`config.mk`:
```
export PLATFORM = sky130hd
export DESIGN_NAME = rpac_col_store
export DESIGN_NICKNAME = d
export VERILOG_FILES = /design/src/hdl/rpac_pkg.sv /design/src/hdl/rpac_col_store.sv
export SDC_FILE = /design/constraint.sdc
export NUM_CORES = 2
export LEC_CHECK = 0
export BUFFER_PORTS_ARGS = -buffer_cell sky130_fd_sc_hd__clkbuf_2
export CAP_MARGIN = 40
export CORE_UTILIZATION = 45
export DETAILED_ROUTE_END_ITERATION = 12
export GPL_TIMING_DRIVEN = 0
export MAX_ROUTING_LAYER = met4
export SLEW_MARGIN = 10
export SYNTH_ARGS = -nofsm -noshare
export SYNTH_HDL_FRONTEND = slang
export SYNTH_SLANG_ARGS = --single-unit
```
`constraint.sdc`:
```
create_clock -name clk -period 2.7 [get_ports clk]
set_input_delay 0.27 -clock clk [delete_from_list [all_inputs] [get_ports clk]]
set_output_delay 0.27 -clock clk [all_outputs]
set_load 0.02 [all_outputs]
```
`src/hdl/rpac_pkg.sv`:
```
// rpac_pkg: shared constants, types and request structs for the read pair agreement counter
// no dependencies; used by every module under hdl
package rpac_pkg;

    localparam int MaxReads   = 64;
    localparam int ReadW      = $clog2(MaxReads);
    localparam int FillW      = ReadW + 1;
    localparam int BaseW      = 8;
    localparam int CountW     = 16;
    localparam int PairAddrW  = 2 * ReadW;
    localparam int CfgW       = 7;

    localparam logic [1:0]       FUNC_ENTRY = 2'd0;
    localparam logic [1:0]       FUNC_QUERY = 2'd1;
    localparam logic [1:0]       FUNC_CLEAR = 2'd2;
    localparam logic [BaseW-1:0] NO_BASE    = 8'h20;
    localparam logic [CfgW-1:0]  READS_RST  = 7'd64;
    localparam logic [CountW-1:0] COUNT_MAX = {CountW{1'b1}};

    typedef enum logic [3:0] {
        ST_CLEAR,
        ST_IDLE,
        ST_P1_RD,
        ST_P1_CMP,
        ST_P1_END,
        ST_P2_RD,
        ST_P2_CHK,
        ST_P2_UPD,
        ST_Q_RD,
        ST_Q_OUT
    } state_t;

    typedef struct packed {
        logic             wr_en;
        logic [ReadW-1:0] wr_addr;
        logic [ReadW-1:0] wr_read;
        logic [BaseW-1:0] wr_base;
        logic             aux_wr_en;
        logic [ReadW-1:0] aux_addr;
        logic [FillW-1:0] aux_cnt;
        logic             aux_dup;
        logic [ReadW-1:0] rd_a;
        logic [ReadW-1:0] rd_b;
    } col_req_t;

    typedef struct packed {
        logic [ReadW-1:0] read_a;
        logic [BaseW-1:0] base_a;
        logic [FillW-1:0] cnt_a;
        logic             dup_a;
        logic [ReadW-1:0] read_b;
        logic [BaseW-1:0] base_b;
        logic [FillW-1:0] cnt_b;
        logic             dup_b;
    } col_rsp_t;

    typedef struct packed {
        logic [PairAddrW-1:0] rd_addr;
        logic                 wr_en;
        logic [PairAddrW-1:0] wr_addr;
        logic [CountW-1:0]    wr_sim;
        logic [CountW-1:0]    wr_dif;
    } pair_req_t;

    typedef struct packed {
        logic [CountW-1:0] sim;
        logic [CountW-1:0] dif;
    } pair_rsp_t;

endpackage

```
`src/hdl/rpac_col_store.sv`:
```
// rpac_col_store: column entry memory and per-entry histogram/duplicate memory
// two registered read ports each; depends on rpac_pkg
module rpac_col_store (
    input  logic              clk,
    input  rpac_pkg::col_req_t req,
    output rpac_pkg::col_rsp_t rsp
);

    logic [rpac_pkg::ReadW-1:0] col_read_mem [rpac_pkg::MaxReads];
    logic [rpac_pkg::BaseW-1:0] col_base_mem [rpac_pkg::MaxReads];
    logic [rpac_pkg::FillW-1:0] aux_cnt_mem  [rpac_pkg::MaxReads];
    logic                       aux_dup_mem  [rpac_pkg::MaxReads];

    always_ff @(posedge clk)
    begin
        if (req.wr_en)
        begin
            col_read_mem[req.wr_addr] <= req.wr_read;
            col_base_mem[req.wr_addr] <= req.wr_base;
        end
        if (req.aux_wr_en)
        begin
            aux_cnt_mem[req.aux_addr] <= req.aux_cnt;
            aux_dup_mem[req.aux_addr] <= req.aux_dup;
        end
        rsp.read_a <= col_read_mem[req.rd_a];
        rsp.base_a <= col_base_mem[req.rd_a];
        rsp.cnt_a  <= aux_cnt_mem[req.rd_a];
        rsp.dup_a  <= aux_dup_mem[req.rd_a];
        rsp.read_b <= col_read_mem[req.rd_b];
        rsp.base_b <= col_base_mem[req.rd_b];
        rsp.cnt_b  <= aux_cnt_mem[req.rd_b];
        rsp.dup_b  <= aux_dup_mem[req.rd_b];
    end

endmodule

```
==> results.toml <==
[clock_tree]
numCtsBuffers = 159
clk_path_buf_depth = 3
cts_root_buf = "clkbuf_16"
cts_tree = "yes"
clk_pin_slew_worst_paths_ns = 0.07
clock_latency_ns = 0.82
cts_max_level = 4
clkSinkCount = 1452

[worst_setup_path]
reg2reg_depth = 5
endpoint = "rsp[29]"
rr_startpoint = "aux_cnt_mem[35][6]"
cp_max_fo = 10
critPathLaunchType = "input pin"
required_ns = 3.31
reg2reg_slack_ns = 0.16
crit_path_end_kind = "register"
cp-startpoint = "req[6]"
path_class = "in2reg"
regToRegEndpoint = "rsp[29]"
arrival_ns = 3.44

[sta]
relSlewSlack = 0.264
max_freq_mhz = 354
fin_crit_sh = 1.05
fin_ws_ns = -0.125
skew_ns = 0.0389
final_hold_viol_count = 0
finalMaxSlewViolations = 0
worst_slew_pin_slew_ns = 1.10
rsz0062_at_grt = "no"
fin_crit_ns = 2.83
setup_viol = 10

[power]
p_total_mw = 52.1
p_leak_nw = 24.1
ir_drop_uv = 511
power_density_nw_per_um2 = 681

[cells_and_area]
layout_commonest_cell = "edfxtp_1"
fin_nets = 3786
fin_area_um2 = 76500
layout_common_cells = "edfxtp_1, mux4_2, clkbuf_16, a22oi_1, o22ai_1"
drive_gt1_frac = 0.382
fill_cells = 11300
utilization = 0.530
synthToLayoutAreaGrowth_pct = 16.3

[grt]
grt_pass1_vias = 40600
grt_max_degree = 65
antenna_found_initial = 20
grtUsageTotal = 0.381
grt_pass1_wl_um = 358000
grt-ovfl-total = 0

[synth]
ys.flop_type = "edfxtp_1"
synthesis.nets = 3366
synth.top_cell.area_share = 0.643
synthArstFlopShare = 0
synthDistinctLibCells = 44
postSynthAreaPerCell_um2 = 19.8
seq_area_frac_synth = 0.656
yosysWarnings = 0
ys_ff_latch = 1452
netlist_instances = 3317
syn-cell-area_um2 = 65800
synthTopCellsByArea = "edfxtp_1, mux4_2, a22oi_1"
synth_enable_flop_cells = 1408
yosysTopAreaCell = "edfxtp_1"

[routing]
vias_per_cell = 7.33
routedWlPerCell_um = 46.9
drcViolationCount = 0
drt_iter0_drc = 8180
dr.pass1.iters = 8
postRouteAntennaNets = 0
routed_wl_um = 272000
vias = 42500

[min_path]
hp-class = "in2reg"

[status]
status = "finished, violations left"
violations = "setup timing"

[place]
gp_congestion = 1.04
portBuffers = 78
placed_cell_area_um2 = 71100
dp_hpwl_um = 194000

[die]
rows = 139
core_um2 = 144000
die_w_um = 384
die_h_um = 384
ios = 93
initial_utilization = 0.456
dieArea_um2 = 148000

[flow_run]
maxCapViolCount = 0
-- logic make-up after synthesis --
family	synth area share
buffers and inverters	0.0231
DFF	0.656
muxes	0.242
AOI/OAI and AO/OA	0.0466
and+or+nand+nor	0.0319
-- through the flow --
stage / std cells / hold slack [ns] / TNS (ns) / worst slack, ns
final: 5791 / 0.0418 / -0.524 / -0.125
after global routing: 5787 / 0.0332 / 0 / 0.0333
after CTS: 5766 / 0.0152 / 0 / 0.00705
after detailed placement: 5468 / 0.625 / -29.83 / -0.845
after global placement: 5298 / 0.686 / -538.34 / -1.39
after floorplan: 3317 / 0.369 / 0 / 0.505
-- registers in the layout, indices dropped and copies added (netlist names) --
signal / count
aux_cnt_mem: 448
aux_dup_mem: 64
col_base_mem: 512
col_read_mem: 384
rsp: 44
-- layer usage --
layer  wire length (um)  GRT usage  share of wire  vias to the layer above
li1                   -          -              -                    15300
met1              95300      0.490           0.35                    22300
met2             113000      0.506           0.42                     4022
met3              43100      0.148           0.16                      786
met4              20100      0.233          0.074                        0
met5                  0          -              0                        -
-- worst min-delay path by stage --
stage | start | endpoint | slack [ns] | cells after the start
floorplan | req[13] | aux_cnt_mem[0][0] | 0.37 | 0
global placement | rsp[20] | rsp[20] | 0.69 | 1
detailed placement | req[33] | col_base_mem[50][6] | 0.62 | 1
CTS | req[30] | col_base_mem[48][3] | 0.02 | 1
global route | req[34] | col_base_mem[27][7] | 0.03 | 1
finish | req[30] | col_base_mem[42][3] | 0.04 | 1
-- timing repair --
item	CTS	global route
endpoints found under the hold margin	48	0
gates resized for setup	0	7
hold buffers	4	0
setup buffers	0	2
setup endpoints to repair	0	9
-- synthesized netlist by cell type (16+ instances only) --
library cell and instances:
edfxtp_1 1408, mux4_2 682, nor2_1 157, a22oi_1 136, o22ai_1 124, buf_2 102, nand3_1 81, nand2_1 67
clkbuf_1 61, buf_4 53, a21oi_1 45, dfxtp_1 44, o21ai_1 39, mux2i_1 31, nor3_1 29, buf_6 27
a221oi_1 22, mux2_2 22, buf_1 21, nor2b_1 21, o221ai_1 20, nand4_1 16
-- report_power, final --
group / leakage [nW] / switching (mW) / internal (mW) / total [mW]
sequential: 13.0 / 0.0916 / 24.9 / 25.0
clock: 2.52 / 9.60 / 12.2 / 21.8
combinational: 8.58 / 3.56 / 1.71 / 5.26
-- area by class of cell --
type | count | area, um^2 | area share
repair buffers | 259 | 2960 | 0.0387
clock inverters | 86 | 764 | 0.00999
plain buffers | 264 | 1530 | 0.0200
diodes | 18 | 45.0 | 0.000589
clock buffers | 208 | 4370 | 0.0571
flip-flops and latches | 1452 | 43200 | 0.564
multi-input cells | 1601 | 21300 | 0.278
well taps | 1903 | 2380 | 0.0311
-- worst max-delay path, cell delays in order --
cell and delay (ns):
clkbuf_2 0.20, buf_4 0.24, buf_2 0.70, mux4_2 0.62
o22ai_1 0.70, nor3_1 0.25, nand3_1 0.21, o21ai_1 0.22
Note: power is estimated with default switching activity, not from simulation.
