--- src/hdl/rpac_pkg.sv ---
// rpac_pkg: shared constants, types and request structs for the read pair agreement counter
// no dependencies; used by every module under hdl
package rpac_pkg;

    localparam int MaxReads   = 64;
    localparam int ReadW      = $clog2(MaxReads);
    localparam int FillW      = ReadW + 1;
    localparam int BaseW      = 8;
    localparam int CountW     = 16;
    localparam int PairAddrW  = 2 * ReadW;
    localparam int CfgW       = 7;

    localparam logic [1:0]       FUNC_ENTRY = 2'd0;
    localparam logic [1:0]       FUNC_QUERY = 2'd1;
    localparam logic [1:0]       FUNC_CLEAR = 2'd2;
    localparam logic [BaseW-1:0] NO_BASE    = 8'h20;
    localparam logic [CfgW-1:0]  READS_RST  = 7'd64;
    localparam logic [CountW-1:0] COUNT_MAX = {CountW{1'b1}};

    typedef enum logic [3:0] {
        ST_CLEAR,
        ST_IDLE,
        ST_P1_RD,
        ST_P1_CMP,
        ST_P1_END,
        ST_P2_RD,
        ST_P2_CHK,
        ST_P2_UPD,
        ST_Q_RD,
        ST_Q_OUT
    } state_t;

    typedef struct packed {
        logic             wr_en;
        logic [ReadW-1:0] wr_addr;
        logic [ReadW-1:0] wr_read;
        logic [BaseW-1:0] wr_base;
        logic             aux_wr_en;
        logic [ReadW-1:0] aux_addr;
        logic [FillW-1:0] aux_cnt;
        logic             aux_dup;
        logic [ReadW-1:0] rd_a;
        logic [ReadW-1:0] rd_b;
    } col_req_t;

    typedef struct packed {
        logic [ReadW-1:0] read_a;
        logic [BaseW-1:0] base_a;
        logic [FillW-1:0] cnt_a;
        logic             dup_a;
        logic [ReadW-1:0] read_b;
        logic [BaseW-1:0] base_b;
        logic [FillW-1:0] cnt_b;
        logic             dup_b;
    } col_rsp_t;

    typedef struct packed {
        logic [PairAddrW-1:0] rd_addr;
        logic                 wr_en;
        logic [PairAddrW-1:0] wr_addr;
        logic [CountW-1:0]    wr_sim;
        logic [CountW-1:0]    wr_dif;
    } pair_req_t;

    typedef struct packed {
        logic [CountW-1:0] sim;
        logic [CountW-1:0] dif;
    } pair_rsp_t;

endpackage

--- src/hdl/rpac_ctrl.sv ---
// rpac_ctrl: sequencer with the shared compare/saturating-add unit
// drives rpac_col_store and rpac_pair_store; depends on rpac_pkg
module rpac_ctrl (
    input  logic                        clk,
    input  logic                        rst_n,
    input  logic [rpac_pkg::CfgW-1:0]   reads_in_use,
    input  logic                        in_valid,
    output logic                        in_ready,
    input  logic [1:0]                  func,
    input  logic [rpac_pkg::ReadW-1:0]  read_index,
    input  logic [rpac_pkg::BaseW-1:0]  base,
    input  logic                        last_entry,
    input  logic [rpac_pkg::ReadW-1:0]  other_read,
    output logic                        out_valid,
    input  logic                        out_ready,
    output logic [rpac_pkg::CountW-1:0] similar_count,
    output logic [rpac_pkg::CountW-1:0] different_count,
    output rpac_pkg::col_req_t          col_req,
    input  rpac_pkg::col_rsp_t          col_rsp,
    output rpac_pkg::pair_req_t         pair_req,
    input  rpac_pkg::pair_rsp_t         pair_rsp
);

    localparam int RW = rpac_pkg::ReadW;
    localparam int FW = rpac_pkg::FillW;
    localparam int AW = rpac_pkg::PairAddrW;
    localparam int CW = rpac_pkg::CountW;
    localparam int BW = rpac_pkg::BaseW;

    rpac_pkg::state_t state_reg, state_next;
    logic [FW-1:0] fill_reg, fill_next;
    logic [FW-1:0] i_reg, i_next, j_reg, j_next;
    logic [FW-1:0] cnt_reg, cnt_next;
    logic          first_reg, first_next, dup_reg, dup_next;
    logic [FW-1:0] most_c_reg, most_c_next, sec_c_reg, sec_c_next;
    logic [BW-1:0] most_b_reg, most_b_next, sec_b_reg, sec_b_next;
    logic [AW-1:0] paddr_reg, paddr_next;
    logic          same_reg, same_next, three_reg, three_next;
    logic [AW-1:0] clr_reg, clr_next;
    logic          out_valid_reg, out_valid_next;
    logic [CW-1:0] out_sim_reg, out_sim_next, out_dif_reg, out_dif_next;

    logic          accept;
    logic          same_base, same_read, earlier, elig;
    logic [AW-1:0] chk_addr;
    logic [CW:0]   sum;
    logic [CW-1:0] sat;
    logic [CW-1:0] inc;

    assign accept          = in_valid && in_ready;
    assign in_ready        = (state_reg == rpac_pkg::ST_IDLE);
    assign out_valid       = out_valid_reg;
    assign similar_count   = out_sim_reg;
    assign different_count = out_dif_reg;

    assign same_base = (col_rsp.base_a == col_rsp.base_b);
    assign same_read = (col_rsp.read_a == col_rsp.read_b);
    assign earlier   = (j_reg < i_reg);
    assign elig      = !col_rsp.dup_a && !col_rsp.dup_b
                       && (col_rsp.cnt_a >= sec_c_reg) && (col_rsp.cnt_b >= sec_c_reg);
    assign chk_addr  = (col_rsp.read_a < col_rsp.read_b)
                       ? {col_rsp.read_a, col_rsp.read_b} : {col_rsp.read_b, col_rsp.read_a};

    assign inc = three_reg ? CW'(3) : CW'(1);
    assign sum = same_reg ? ({1'b0, pair_rsp.sim} + {1'b0, inc})
                          : ({1'b0, pair_rsp.dif} + {1'b0, inc});
    assign sat = sum[CW] ? rpac_pkg::COUNT_MAX : sum[CW-1:0];

    always_comb
    begin
        col_req.wr_en     = 1'b0;
        col_req.wr_addr   = fill_reg[RW-1:0];
        col_req.wr_read   = read_index;
        col_req.wr_base   = base;
        col_req.aux_wr_en = (state_reg == rpac_pkg::ST_P1_END);
        col_req.aux_addr  = i_reg[RW-1:0];
        col_req.aux_cnt   = cnt_reg;
        col_req.aux_dup   = dup_reg;
        col_req.rd_a      = i_reg[RW-1:0];
        col_req.rd_b      = j_reg[RW-1:0];
        if (accept && func == rpac_pkg::FUNC_ENTRY
            && ({1'b0, read_index} < FW'(reads_in_use))
            && (fill_reg < FW'(rpac_pkg::MaxReads)))
        begin
            col_req.wr_en = 1'b1;
        end
        pair_req.rd_addr = (state_reg == rpac_pkg::ST_P2_CHK) ? chk_addr : paddr_reg;
        pair_req.wr_en   = 1'b0;
        pair_req.wr_addr = paddr_reg;
        pair_req.wr_sim  = pair_rsp.sim;
        pair_req.wr_dif  = pair_rsp.dif;
        if (state_reg == rpac_pkg::ST_CLEAR)
        begin
            pair_req.wr_en   = 1'b1;
            pair_req.wr_addr = clr_reg;
            pair_req.wr_sim  = '0;
            pair_req.wr_dif  = '0;
        end
        else if (state_reg == rpac_pkg::ST_P2_UPD)
        begin
            pair_req.wr_en = 1'b1;
            if (same_reg)
            begin
                pair_req.wr_sim = sat;
            end
            else
            begin
                pair_req.wr_dif = sat;
            end
        end
    end

    always_comb
    begin
        state_next     = state_reg;
        fill_next      = fill_reg;
        i_next         = i_reg;
        j_next         = j_reg;
        cnt_next       = cnt_reg;
        first_next     = first_reg;
        dup_next       = dup_reg;
        most_c_next    = most_c_reg;
        most_b_next    = most_b_reg;
        sec_c_next     = sec_c_reg;
        sec_b_next     = sec_b_reg;
        paddr_next     = paddr_reg;
        same_next      = same_reg;
        three_next     = three_reg;
        clr_next       = clr_reg;
        out_sim_next   = out_sim_reg;
        out_dif_next   = out_dif_reg;
        out_valid_next = out_valid_reg && !out_ready;

        unique case (state_reg)
            rpac_pkg::ST_CLEAR:
            begin
                clr_next = clr_reg + AW'(1);
                if (clr_reg == {AW{1'b1}})
                begin
                    state_next = rpac_pkg::ST_IDLE;
                end
            end
            rpac_pkg::ST_IDLE:
            begin
                if (accept)
                begin
                    unique case (func)
                        rpac_pkg::FUNC_ENTRY:
                        begin
                            fill_next = fill_reg + FW'(col_req.wr_en);
                            if (last_entry)
                            begin
                                i_next      = '0;
                                j_next      = '0;
                                cnt_next    = '0;
                                first_next  = 1'b1;
                                dup_next    = 1'b0;
                                most_c_next = '0;
                                sec_c_next  = '0;
                                most_b_next = rpac_pkg::NO_BASE;
                                sec_b_next  = rpac_pkg::NO_BASE;
                                if (fill_next == '0)
                                begin
                                    state_next = rpac_pkg::ST_IDLE;
                                end
                                else
                                begin
                                    state_next = rpac_pkg::ST_P1_RD;
                                end
                            end
                        end
                        rpac_pkg::FUNC_QUERY:
                        begin
                            paddr_next = (read_index < other_read)
                                         ? {read_index, other_read} : {other_read, read_index};
                            state_next = rpac_pkg::ST_Q_RD;
                        end
                        rpac_pkg::FUNC_CLEAR:
                        begin
                            clr_next   = '0;
                            state_next = rpac_pkg::ST_CLEAR;
                        end
                        default:
                        begin
                            state_next = rpac_pkg::ST_IDLE;
                        end
                    endcase
                end
            end
            rpac_pkg::ST_P1_RD:
            begin
                state_next = rpac_pkg::ST_P1_CMP;
            end
            rpac_pkg::ST_P1_CMP:
            begin
                cnt_next = cnt_reg + FW'(same_base);
                if (earlier && same_base)
                begin
                    first_next = 1'b0;
                end
                if (earlier && same_read)
                begin
                    dup_next = 1'b1;
                end
                j_next = j_reg + FW'(1);
                if (j_next == fill_reg)
                begin
                    state_next = rpac_pkg::ST_P1_END;
                end
                else
                begin
                    state_next = rpac_pkg::ST_P1_RD;
                end
            end
            rpac_pkg::ST_P1_END:
            begin
                if (first_reg)
                begin
                    if (cnt_reg > most_c_reg)
                    begin
                        sec_c_next  = most_c_reg;
                        sec_b_next  = most_b_reg;
                        most_c_next = cnt_reg;
                        most_b_next = col_rsp.base_a;
                    end
                    else if (cnt_reg > sec_c_reg)
                    begin
                        sec_c_next = cnt_reg;
                        sec_b_next = col_rsp.base_a;
                    end
                end
                cnt_next   = '0;
                first_next = 1'b1;
                dup_next   = 1'b0;
                j_next     = '0;
                i_next     = i_reg + FW'(1);
                if (i_next == fill_reg)
                begin
                    if (fill_reg < FW'(2))
                    begin
                        fill_next  = '0;
                        state_next = rpac_pkg::ST_IDLE;
                    end
                    else
                    begin
                        i_next     = '0;
                        j_next     = FW'(1);
                        state_next = rpac_pkg::ST_P2_RD;
                    end
                end
                else
                begin
                    state_next = rpac_pkg::ST_P1_RD;
                end
            end
            rpac_pkg::ST_P2_RD:
            begin
                state_next = rpac_pkg::ST_P2_CHK;
            end
            rpac_pkg::ST_P2_CHK, rpac_pkg::ST_P2_UPD:
            begin
                if (state_reg == rpac_pkg::ST_P2_CHK && elig)
                begin
                    paddr_next = chk_addr;
                    same_next  = same_base;
                    three_next = same_base && (col_rsp.base_a == sec_b_reg);
                    state_next = rpac_pkg::ST_P2_UPD;
                end
                else if (j_reg + FW'(1) < fill_reg)
                begin
                    j_next     = j_reg + FW'(1);
                    state_next = rpac_pkg::ST_P2_RD;
                end
                else if (i_reg + FW'(2) < fill_reg)
                begin
                    i_next     = i_reg + FW'(1);
                    j_next     = i_reg + FW'(2);
                    state_next = rpac_pkg::ST_P2_RD;
                end
                else
                begin
                    fill_next  = '0;
                    state_next = rpac_pkg::ST_IDLE;
                end
            end
            rpac_pkg::ST_Q_RD:
            begin
                state_next = rpac_pkg::ST_Q_OUT;
            end
            rpac_pkg::ST_Q_OUT:
            begin
                if (!out_valid_reg || out_ready)
                begin
                    out_valid_next = 1'b1;
                    out_sim_next   = pair_rsp.sim;
                    out_dif_next   = pair_rsp.dif;
                    state_next     = rpac_pkg::ST_IDLE;
                end
            end
            default:
            begin
                state_next = rpac_pkg::ST_IDLE;
            end
        endcase
    end

    always_ff @(posedge clk or negedge rst_n)
    begin
        if (!rst_n)
        begin
            state_reg     <= rpac_pkg::ST_CLEAR;
            fill_reg      <= '0;
            clr_reg       <= '0;
            out_valid_reg <= 1'b0;
        end
        else
        begin
            state_reg     <= state_next;
            fill_reg      <= fill_next;
            clr_reg       <= clr_next;
            out_valid_reg <= out_valid_next;
        end
    end

    always_ff @(posedge clk)
    begin
        i_reg       <= i_next;
        j_reg       <= j_next;
        cnt_reg     <= cnt_next;
        first_reg   <= first_next;
        dup_reg     <= dup_next;
        most_c_reg  <= most_c_next;
        most_b_reg  <= most_b_next;
        sec_c_reg   <= sec_c_next;
        sec_b_reg   <= sec_b_next;
        paddr_reg   <= paddr_next;
        same_reg    <= same_next;
        three_reg   <= three_next;
        out_sim_reg <= out_sim_next;
        out_dif_reg <= out_dif_next;
    end

endmodule

--- config.mk ---
export PLATFORM = sky130hd
export DESIGN_NAME = rpac_ctrl
export DESIGN_NICKNAME = d
export VERILOG_FILES = /design/src/hdl/rpac_pkg.sv /design/src/hdl/rpac_ctrl.sv
export SDC_FILE = /design/constraint.sdc
export NUM_CORES = 1
export LEC_CHECK = 0
export BUFFER_PORTS_ARGS = -buffer_cell sky130_fd_sc_hd__buf_2
export CAP_MARGIN = 25
export CORE_UTILIZATION = 49
export CTS_CLUSTER_SIZE = 40
export DETAILED_ROUTE_END_ITERATION = 10
export GPL_TIMING_DRIVEN = 0
export PLACE_DENSITY_LB_ADDON = 0.05
export SLEW_MARGIN = 20
export SYNTH_ARGS = -nofsm -noshare
export SYNTH_HDL_FRONTEND = slang
export SYNTH_SLANG_ARGS = --single-unit
--- constraint.sdc ---
create_clock -name clk -period 4.4 [get_ports clk]
set_input_delay 1.32 -clock clk [delete_from_list [all_inputs] [get_ports clk]]
set_output_delay 1.32 -clock clk [all_outputs]
set_load 0.02 [all_outputs]
==> flow_summary.toml, run 1 <==
[route]
firstDrtPassIters = 7
wl_per_cell_um = 17.9
dr_total_vias = 8747
vias_per_cell = 5.64
wirelength_um = 27800
antenna_left = 0
drt_iter0_markers = 487
drc = 0

[floorplan]
coreArea_mm2 = 0.0188
ioPinCount = 249
die_h_um = 141
die_x_um = 141
rows = 50
start_util_pct = 50.1
dieArea_mm2 = 0.0198

[clock_tree]
worstSkewPairLatency_ps = 430
clkSlewWorstSetupHoldPaths_ps = 60
numCtsBuffers = 17
ctsHoldBuffers = 0
tritoncts = "done"
root_buffer = "clkbuf_16"
h-tree-depth = 4
cts.path.max_buffers = 2
cts.sink_count = 123

[timing]
rsz0062_at_grt = "yes"
maxSlewViolCount = 0
slew_headroom_pct = 28.0
setup_tns_ps = -6040
fin_skew_ps = 10.8
period_minus_slack_ps = 4720
worst_slack_ps = -320
setup_viol = 40
fmax_mhz = 212
finalHoldViolations = 0
worstMarginPinSlew_ps = 1080
whs_ps = 518
fin_crit_sh_pct = 107

[yosys]
yosys_warnings = 0
synth.top_cell.area_share_pct = 31.6
synth-edff-count = 99
synth_area_mm2 = 0.00941
avgSynthCellArea_um2 = 9.41
yosys_most_used_dff = "edfxtp_1"
synth.most_common_cell = "edfxtp_1"
synth-seq-cells = 123
synth_cell_type_count = 84
async_flop_share_pct = 19.5
synthCells = 1000
ys_top_cells_by_area = "edfxtp_1, ha_1, dfrtp_1, mux2i_1, nand2_1"
synthTopCellsByCount = "edfxtp_1, nand2_1, nor2_1"
yosysTopAreaCell = "edfxtp_1"
syn-num-nets = 1187
yosysSeqAreaShare_pct = 38.0

[outcome]
status = "complete, but fails checks"
violations = "negative setup slack"

[critical_path]
end_kind = "output port"
worstPathArrival_ps = 3400
r2r_slack_ps = 770
crit_type = "input port to output port"
reg2reg_from = "state_reg[1]$_DFFE_PN0P_"
crit_fanout = 6
r2r_cells = 14
required_ps = 3080
worstSetupStartpointType = "input port"
reg2reg_to = "state_reg[1]$_DFFE_PN0P_"

[place]
dp_cells = 1478
port_buffers = 239
dp_hpwl_um = 20400
gp_congestion = 0.856

[pwr]
power_per_cell_area_mw_per_mm2 = 536
leakage_nw = 5.87
peakVddDrop_v = 0.000377
p_total_mw = 7.05

[global_routing]
grt-ovfl-total = 0
grt_pass1_wl_um = 42800
grt_pass1_vias = 8247
grt_max_degree = 25
grt_use_total_pct = 27.7
antenna_found_initial = 1

[worst_hold_path]
holdPathStages = 1
min_to = "clr_reg[0]$_DFFE_PN0P_"
min-delay-path-class = "register to register"
min-delay-start = "clr_reg[0]$_DFFE_PN0P_"

[cells_and_area]
syn2layout_area_growth_pct = 39.9
fin_nets = 1490
final_layout_size_suffix_gt1_share_pct = 38.6
instances_no_fill = 1552
fillers = 1441

[flow_run]
cap_violations = 0
timing repair:
item                                    CTS  global route
resized for setup                       130            69
cloned                                    1             0
pin swaps                                43            29
setup buffers                            25            17
endpoints found under the setup margin   44            50
worst max path at each step:
stage            startpoint      endpoint  depth (start not counted)
2_1_floorplan  pair_rsp[17]  pair_req[11]                          8
3_3_place_gp    pair_rsp[0]   pair_req[3]                         10
3_5_place_dp    pair_rsp[0]   pair_req[3]                         10
4_1_cts        pair_rsp[17]  pair_req[24]                         12
5_1_grt         pair_rsp[0]   pair_req[8]                         12
6_report        pair_rsp[0]   pair_req[8]                         12
placed cells by master (no fill, tap or decap), types with 5 or more instances in the layout:
master     synthesis  final
mux2i_4            0     13
and2_1            23     21
nor2_4             0      5
xor2_1            16     16
o21ai_0           57     55
edfxtp_1          99     99
ha_1              76     71
mux2i_1           57     44
nor2b_1            8      7
nor3_4             1      6
buf_4             43     88
nand4_1            8      8
nor2_1            84     76
clkbuf_16          0     17
a21oi_2            1     28
clkbuf_1          24     21
inv_1             61     60
and3_1            19     19
a21o_1            16     16
a31oi_1           13      6
nand2b_1          13     12
a31oi_4            0      5
inv_6              0      7
xnor2_1           26     26
nor3_1            13      7
nand3_1           29     27
buf_2             10    202
dfrtp_1           24     24
a21oi_1           59     30
buf_6              3     39
nand2_1           94     91
o21a_1            10      9
a311oi_4           0     13
buf_8              0      7
stage by stage:
stage	worst slack, ps	util [%]	area [um2]
finish	-320	70.1	13200
global placement	-715	60.5	11400
floorplan	-107	-	9860
CTS	-264	67.7	12700
detailed placement	-700	61.0	11400
global route	-383	70.1	13200
report_power, final:
part / internal [mW] / switching [mW] / total [mW]
logic: 1.55 / 2.22 / 3.78
registers: 1.60 / 0.273 / 1.88
clock network: 0.798 / 0.601 / 1.40
final cells by class:
class	instances	area [um2]	share of cell area [%]
Multi-Input combinational cell	733	6070	46.1
Sequential cell	123	3570	27.2
Timing Repair Buffer	285	1870	14.2
Buffer	81	538	4.09
Clock buffer	17	425	3.23
Tap cell	234	293	2.22
Inverter	62	235	1.79
Clock inverter	15	153	1.16
Antenna cell	2	5.00	0.0380
per-layer routing:
layer  track usage [%]  vias to the layer above  wire, um
li1                  -                     4212         -
met1              36.2                     4143     12200
met2              47.2                      353     13300
met3              4.69                       39      1850
met4              8.07                        0       523
met5                 0                        -         0
worst max-delay path: stages:
cell,delay [ps]
buf_8,90
mux2i_4,70
fa_2,400
a21o_1,200
nor3_4,120
buf_6,150
nand4_4,150
buf_4,210
and2_4,190
a41oi_2,170
o21a_2,200
buf_6,120
kinds of logic after synthesis:
logic type,Yosys count,share of synthesized area [%]
AOI/OAI and AO/OA,225,15.8
adders and majority gates,78,10.4
DFF,123,38.0
buffers and inverters,144,7.85
muxes,59,6.30
and+or+nand+nor,329,17.7
xor gates and xnor gates,42,3.91
Power figures use the tool's default switching activity.
==> run 2, diff against run 1 <==
--- a/config.mk
+++ b/config.mk
@@ -5,9 +5,11 @@
 export SDC_FILE = /design/constraint.sdc
 export NUM_CORES = 1
 export LEC_CHECK = 0
+export ABC_AREA = 1
 export BUFFER_PORTS_ARGS = -buffer_cell sky130_fd_sc_hd__buf_2
 export CAP_MARGIN = 25
-export CORE_UTILIZATION = 49
+export CORE_UTILIZATION = 50
+export CTS_CLUSTER_DIAMETER = 200
 export CTS_CLUSTER_SIZE = 40
 export DETAILED_ROUTE_END_ITERATION = 10
 export GPL_TIMING_DRIVEN = 0
==> run 2 against run 1 <==
  * Die area rose by 2.7%
  * Clock skew fell by 0.91 ps
  * Fmax rose by 6.6%
  * Combinational power fell by 30%
  * Setup slack improved by 290 ps
  * Flip-flop and latch count did not move
  * First-iteration DRC count rose by 11%
  * Non-clock buffer count fell by 35
  * Clock power barely moved
  * Synthesized cell count rose by 27%
  * The run still ends with negative setup slack left
  * Sequential power fell by 9%
  * Critical endpoint is now pair_req[15]
  * Global-route usage barely moved
==> flow_summary.toml, run 2 <==
[outcome]
status = "complete, but fails checks"
violations = "negative setup slack"

[global_routing]
grt_max_degree = 26
grt_pass1_vias = 8794
antenna_found_initial = 0
grt_pass1_wl_um = 43400
grt_use_total_pct = 27.7
grt-ovfl-total = 0

[yosys]
yosys_warnings = 0
yosysTopAreaCell = "edfxtp_1"
synthTopCellsByCount = "nand2_1, inv_1, nor2_1"
async_flop_share_pct = 19.5
syn-num-nets = 1458
synth_area_mm2 = 0.00986
yosys_most_used_dff = "edfxtp_1"
yosysSeqAreaShare_pct = 36.2
ys_top_cells_by_area = "edfxtp_1, ha_1, nand2_1, inv_1, dfrtp_1"
avgSynthCellArea_um2 = 7.76
synth_cell_type_count = 54
synth.top_cell.area_share_pct = 30.1
synth.most_common_cell = "nand2_1"
synth-seq-cells = 123
synthCells = 1271
synth-edff-count = 99

[cells_and_area]
instances_no_fill = 1818
n_antenna_cell = 0
fillers = 1732
utilization_pct = 65.7
layout_common_cells = "nand2_1, buf_2, inv_1"
final_common_cell = "nand2_1"
syn2layout_area_growth_pct = 26.7
final_layout_size_suffix_gt1_share_pct = 29.8
fin_nets = 1732

[timing]
worstMarginPinSlew_ps = 713
setup_viol = 4
worst_slack_ps = -26.4
slew_headroom_pct = 52.3
period_minus_slack_ps = 4430
whs_ps = 525
maxSlewViolCount = 0
fin_skew_ps = 9.85
fin_crit_sh_pct = 101
finalHoldViolations = 0
rsz0062_at_grt = "yes"
fmax_mhz = 226

[route]
wirelength_um = 28000
dr_total_vias = 9618
wl_per_cell_um = 15.4
vias_per_cell = 5.29
drt_iter0_markers = 542
antenna_left = 0
drc = 0
firstDrtPassIters = 7

[place]
place_ws_ps = -254
port_buffers = 240
gp_congestion = 0.933
dp_cells = 1774
dp_hpwl_um = 21500

[worst_hold_path]
min-delay-start = "clr_reg[10]$_DFFE_PN0P_"
min-delay-path-class = "register to register"

[clock_tree]
worstSkewPairLatency_ps = 430
h-tree-depth = 4
cts.path.max_buffers = 2
tritoncts = "done"
cts.sink_count = 123
root_buffer = "clkbuf_16"
numCtsBuffers = 17
clkSlewWorstSetupHoldPaths_ps = 60
ctsHoldBuffers = 0

[critical_path]
end_kind = "output port"
worstPathArrival_ps = 3110
crit_fanout = 7
crit_type = "input port to output port"
reg2reg_from = "j_reg[0]$_DFFE_PP_"
cp-startpoint = "pair_rsp[17]"
required_ps = 3080
worstSetupStartpointType = "input port"
r2r_slack_ps = 1280

[pwr]
power_per_cell_area_mw_per_mm2 = 461
p_total_mw = 5.76
peakVddDrop_v = 0.000280
leakage_nw = 6.04

[floorplan]
start_util_pct = 51.8
ioPinCount = 249
die_h_um = 142
dieArea_mm2 = 0.0203
rows = 50
coreArea_mm2 = 0.0190
die_x_um = 142

[flow_run]
cap_violations = 0
[run 2: changes by cell type after synthesis, sizes merged, moves of 13 or more]
cell | before | now
nand2 | 94 | 258
inv | 61 | 197
o21ai | 60 | 119
mux2i | 57 | 0
nand3 | 31 | 72
nor2 | 84 | 124
a21oi | 60 | 87
and2 | 23 | 0
and3 | 19 | 1
a311oi | 17 | 0
nand4 | 9 | 25
a21o | 16 | 2
nand2b | 13 | 0
[run 2: area by class of cell]
cell class / instances / area, um2 / share of cell area [%]
inverters: 198 / 747 / 5.98
multi-input cells: 874 / 5270 / 42.2
clock buffers: 17 / 425 / 3.41
flip-flops and latches: 123 / 3570 / 28.6
well taps: 260 / 325 / 2.60
repair buffers: 255 / 1490 / 11.9
clock inverters: 15 / 154 / 1.23
plain buffers: 76 / 508 / 4.07
[run 2: through the flow]
step	TNS [ps]	area, um2
floorplan	0	9860
global route	-1360	12500
detailed placement	-6400	11400
CTS	0	12200
finish	-45.7	12500
global placement	-6850	11400
[run 2: layer usage]
metal,up-vias,track usage [%],wire (um)
met5,-,0,0
met4,0,9.28,541
met3,48,4.81,2020
met2,420,47.3,13500
met1,4390,35.3,11900
li1,4760,-,-
[run 2: critical path: stages]
cell and delay, ps:
buf_8 100, or2_4 250, o21ai_4 70, inv_2 60
ha_4 260, nand2_2 60, nand2_4 80, nand2_4 60
nor2_4 220, nand3b_1 170, nand3_4 110, nor2_1 40
nor2_1 130, buf_4 160
[run 2: final timing paths]
check	endpoint	cells after the start
hold / removal	clr_reg[10]$_DFFE_PN0P_	2
setup reg to reg	j_reg[6]$_DFFE_PP_	13
min in group asynchronous	clr_reg[8]$_DFFE_PN0P_	1
max in group asynchronous	state_reg[3]$_DFFE_PN0P_	1
hold reg to reg	clr_reg[10]$_DFFE_PN0P_	2
setup / recovery	pair_req[15]	14
[run 2: cells by family (layout without fill, tap and decap cells)]
logic type	Yosys count	after routing	synth area share, %
flops	123	123	36.2
compound gates	252	252	14.6
fa+ha+maj	77	77	9.85
xor+xnor	34	34	3.02
buf+inv	274	561	12.6
simple gates	511	511	23.7
[run 2: repair_timing]
item / in CTS / in global routing
gates cloned: 0 / 2
buffers inserted: 7 / 3
resized for setup: 40 / 92
pin swaps: 16 / 25
endpoints found under the setup margin: 44 / 42
[run 2: report_power, final]
part	total, mW	switching (mW)	internal (mW)	leakage (nW)
clock	1.39	0.593	0.796	0.280
sequential	1.71	0.174	1.54	1.24
combinational	2.66	1.71	0.946	4.52
total	5.76	2.48	3.28	6.04
==> run 3, diff against run 2 <==
--- a/config.mk
+++ b/config.mk
@@ -8,7 +8,7 @@
 export ABC_AREA = 1
 export BUFFER_PORTS_ARGS = -buffer_cell sky130_fd_sc_hd__buf_2
 export CAP_MARGIN = 25
-export CORE_UTILIZATION = 50
+export CORE_UTILIZATION = 55
 export CTS_CLUSTER_DIAMETER = 200
 export CTS_CLUSTER_SIZE = 40
 export DETAILED_ROUTE_END_ITERATION = 10
==> constraint.sdc (replaced) <==
create_clock -name clk -period 5.4 [get_ports clk]
set_input_delay 1.62 -clock clk [delete_from_list [all_inputs] [get_ports clk]]
set_output_delay 1.62 -clock clk [all_outputs]
set_load 0.02 [all_outputs]
==> run 3 against run 2 <==
  * Design area down 4.0%
  * Sequential power down 18%
  * Highest routed layer unchanged
  * Setup slack better by 170 ps
  * Clock skew down 0.69 ps
  * Register-to-register slack better by 930 ps
  * Core utilization up 3.2 points
  * Cell count down 2.6%
  * Clock-buffer cell count unchanged
  * Largest cell class unchanged
  * The run now ends clean
  * Die area down 9.0%
  * Clock power down 17%
  * First-iteration DRC count up 18%
==> flow_summary.toml, run 3 (synthesis results as in run 2) <==
[outcome]
status = "completed"

[floorplan]
die_x_um = 136
start_util_pct = 56.6
dieArea_mm2 = 0.0185
ioPinCount = 249
rows = 48
die_h_um = 136
coreArea_mm2 = 0.0174

[timing]
fmax_mhz = 190
slew_headroom_pct = 29.7
fin_crit_sh_pct = 97.3
finalHoldViolations = 0
worst_slack_ps = 145
worstMarginPinSlew_ps = 1040
fin_skew_ps = 9.17
period_minus_slack_ps = 5260
maxSlewViolCount = 0
setup_viol = 0

[critical_path]
crit_fanout = 10
crit_path_top_delay_cell = "fa_1"
path_cells = "buf_2 -> inv_1 -> o21ai_1 -> inv_1 -> fa_1 -> nor2_4 -> nand2_2 -> inv_2 -> nand3_4 -> buf_6 -> nand3_2 -> o211ai_2 -> inv_2 -> buf_2"
cpPeakStageDelay_ps = 470
required_ps = 3780
worstPathArrival_ps = 3640
path_buf_inv = 7
crit_type = "input port to output port"
crit_family = "buffers and inverters"
end_kind = "output port"
worstSetupStartpointType = "input port"

[flow_run]
cap_violations = 0

[global_routing]
grt_use_met2_pct = 49.7
grt.busiest_layer = "met2"
grt_pass1_wl_um = 42900
grt_pass1_vias = 8712
use_met3_pct = 4.96
grt_use_total_pct = 29.9
grt_max_degree = 25
grtUsageMet1_pct = 38.8
grt-ovfl-total = 0
antenna_found_initial = 0

[cells_and_area]
fin_nets = 1720
syn2layout_area_growth_pct = 21.6
utilization_pct = 68.9
fillers = 1551
final_common_cell = "buf_2"
layout_common_cells = "buf_2, nand2_1, inv_1"
ff_latch_area_mm2 = 0.00357
final_layout_size_suffix_gt1_share_pct = 26.8
multi_input_area_mm2 = 0.00506
n_antenna_cell = 0

[route]
drt_iter0_markers = 641
vias_per_cell = 5.34
wl_per_cell_um = 15.4
drc = 0
firstDrtPassIters = 5
antenna_left = 0
dr_total_vias = 9461
wirelength_um = 27200

[pwr]
leakage_nw = 5.94
p_total_mw = 4.65
peakVddDrop_v = 0.000247
power_per_cell_area_mw_per_mm2 = 388

[clock_tree]
h-tree-depth = 4
worstSkewPairLatency_ps = 430
cts.sink_count = 123
root_buffer = "clkbuf_16"
numCtsBuffers = 17
cts.path.max_buffers = 2
clkSlewWorstSetupHoldPaths_ps = 60
tritoncts = "done"
ctsHoldBuffers = 0

[place]
gp_congestion = 0.935
dp_hpwl_um = 21400
port_buffers = 240
place_ws_ps = 131

[worst_hold_path]
min-delay-path-class = "register to register"
[run 3: worst min-delay path, cell delays in order (launching register included)]
cell     delay, ps
dfrtp_1        380
nand2_1         70
nand2_1         60
[run 3: report_power, final]
group / internal [mW] / switching, mW / total [mW]
clock: 0.686 / 0.478 / 1.16
combinational: 0.714 / 1.38 / 2.09
sequential: 1.25 / 0.144 / 1.40
total: 2.65 / 2.00 / 4.65
[run 3: final timing paths]
path                                         start                 endpoint  slack [ps]  cells after the start
hold reg to reg            clr_reg[10]$_DFFE_PN0P_  clr_reg[10]$_DFFE_PN0P_         540                      2
max in group asynchronous                    rst_n  fill_reg[6]$_DFFE_PN0P_        3830                      1
setup reg to reg                j_reg[0]$_DFFE_PP_       j_reg[6]$_DFFE_PP_        2210                     13
hold / removal             clr_reg[10]$_DFFE_PN0P_  clr_reg[10]$_DFFE_PN0P_         540                      2
setup / recovery                      pair_rsp[16]             pair_req[20]         140                     14
min in group asynchronous                    rst_n   clr_reg[9]$_DFFE_PN0P_        1180                      1
[run 3: metal layers]
metal  wire [um]  up-vias
met5           0        -
met4         763        0
met3        1950       58
met2       12800      381
met1       11700     4290
li1            -     4732
[run 3: repair_timing]
item,CTS,global route
setup buffers,0,1
resized for setup,0,8
setup endpoints to repair,0,12
[run 3: through the flow]
stage	TNS (ps)	instances	area, um2	hold slack (ps)
2_1_floorplan	0	1271	9860	490
3_3_place_gp	0	1736	11300	507
3_5_place_dp	0	1738	11400	521
4_1_cts	0	1770	12000	537
5_1_grt	-2.58	1771	12000	560
6_report	0	1771	12000	536
[run 3: layout make-up]
cell class	instances	share of cell area (%)
Multi-Input combinational cell	874	42.2
Sequential cell	123	29.8
Timing Repair Buffer	243	10.4
Inverter	198	6.23
Buffer	76	4.18
Clock buffer	17	3.55
Tap cell	225	2.35
Clock inverter	15	1.38
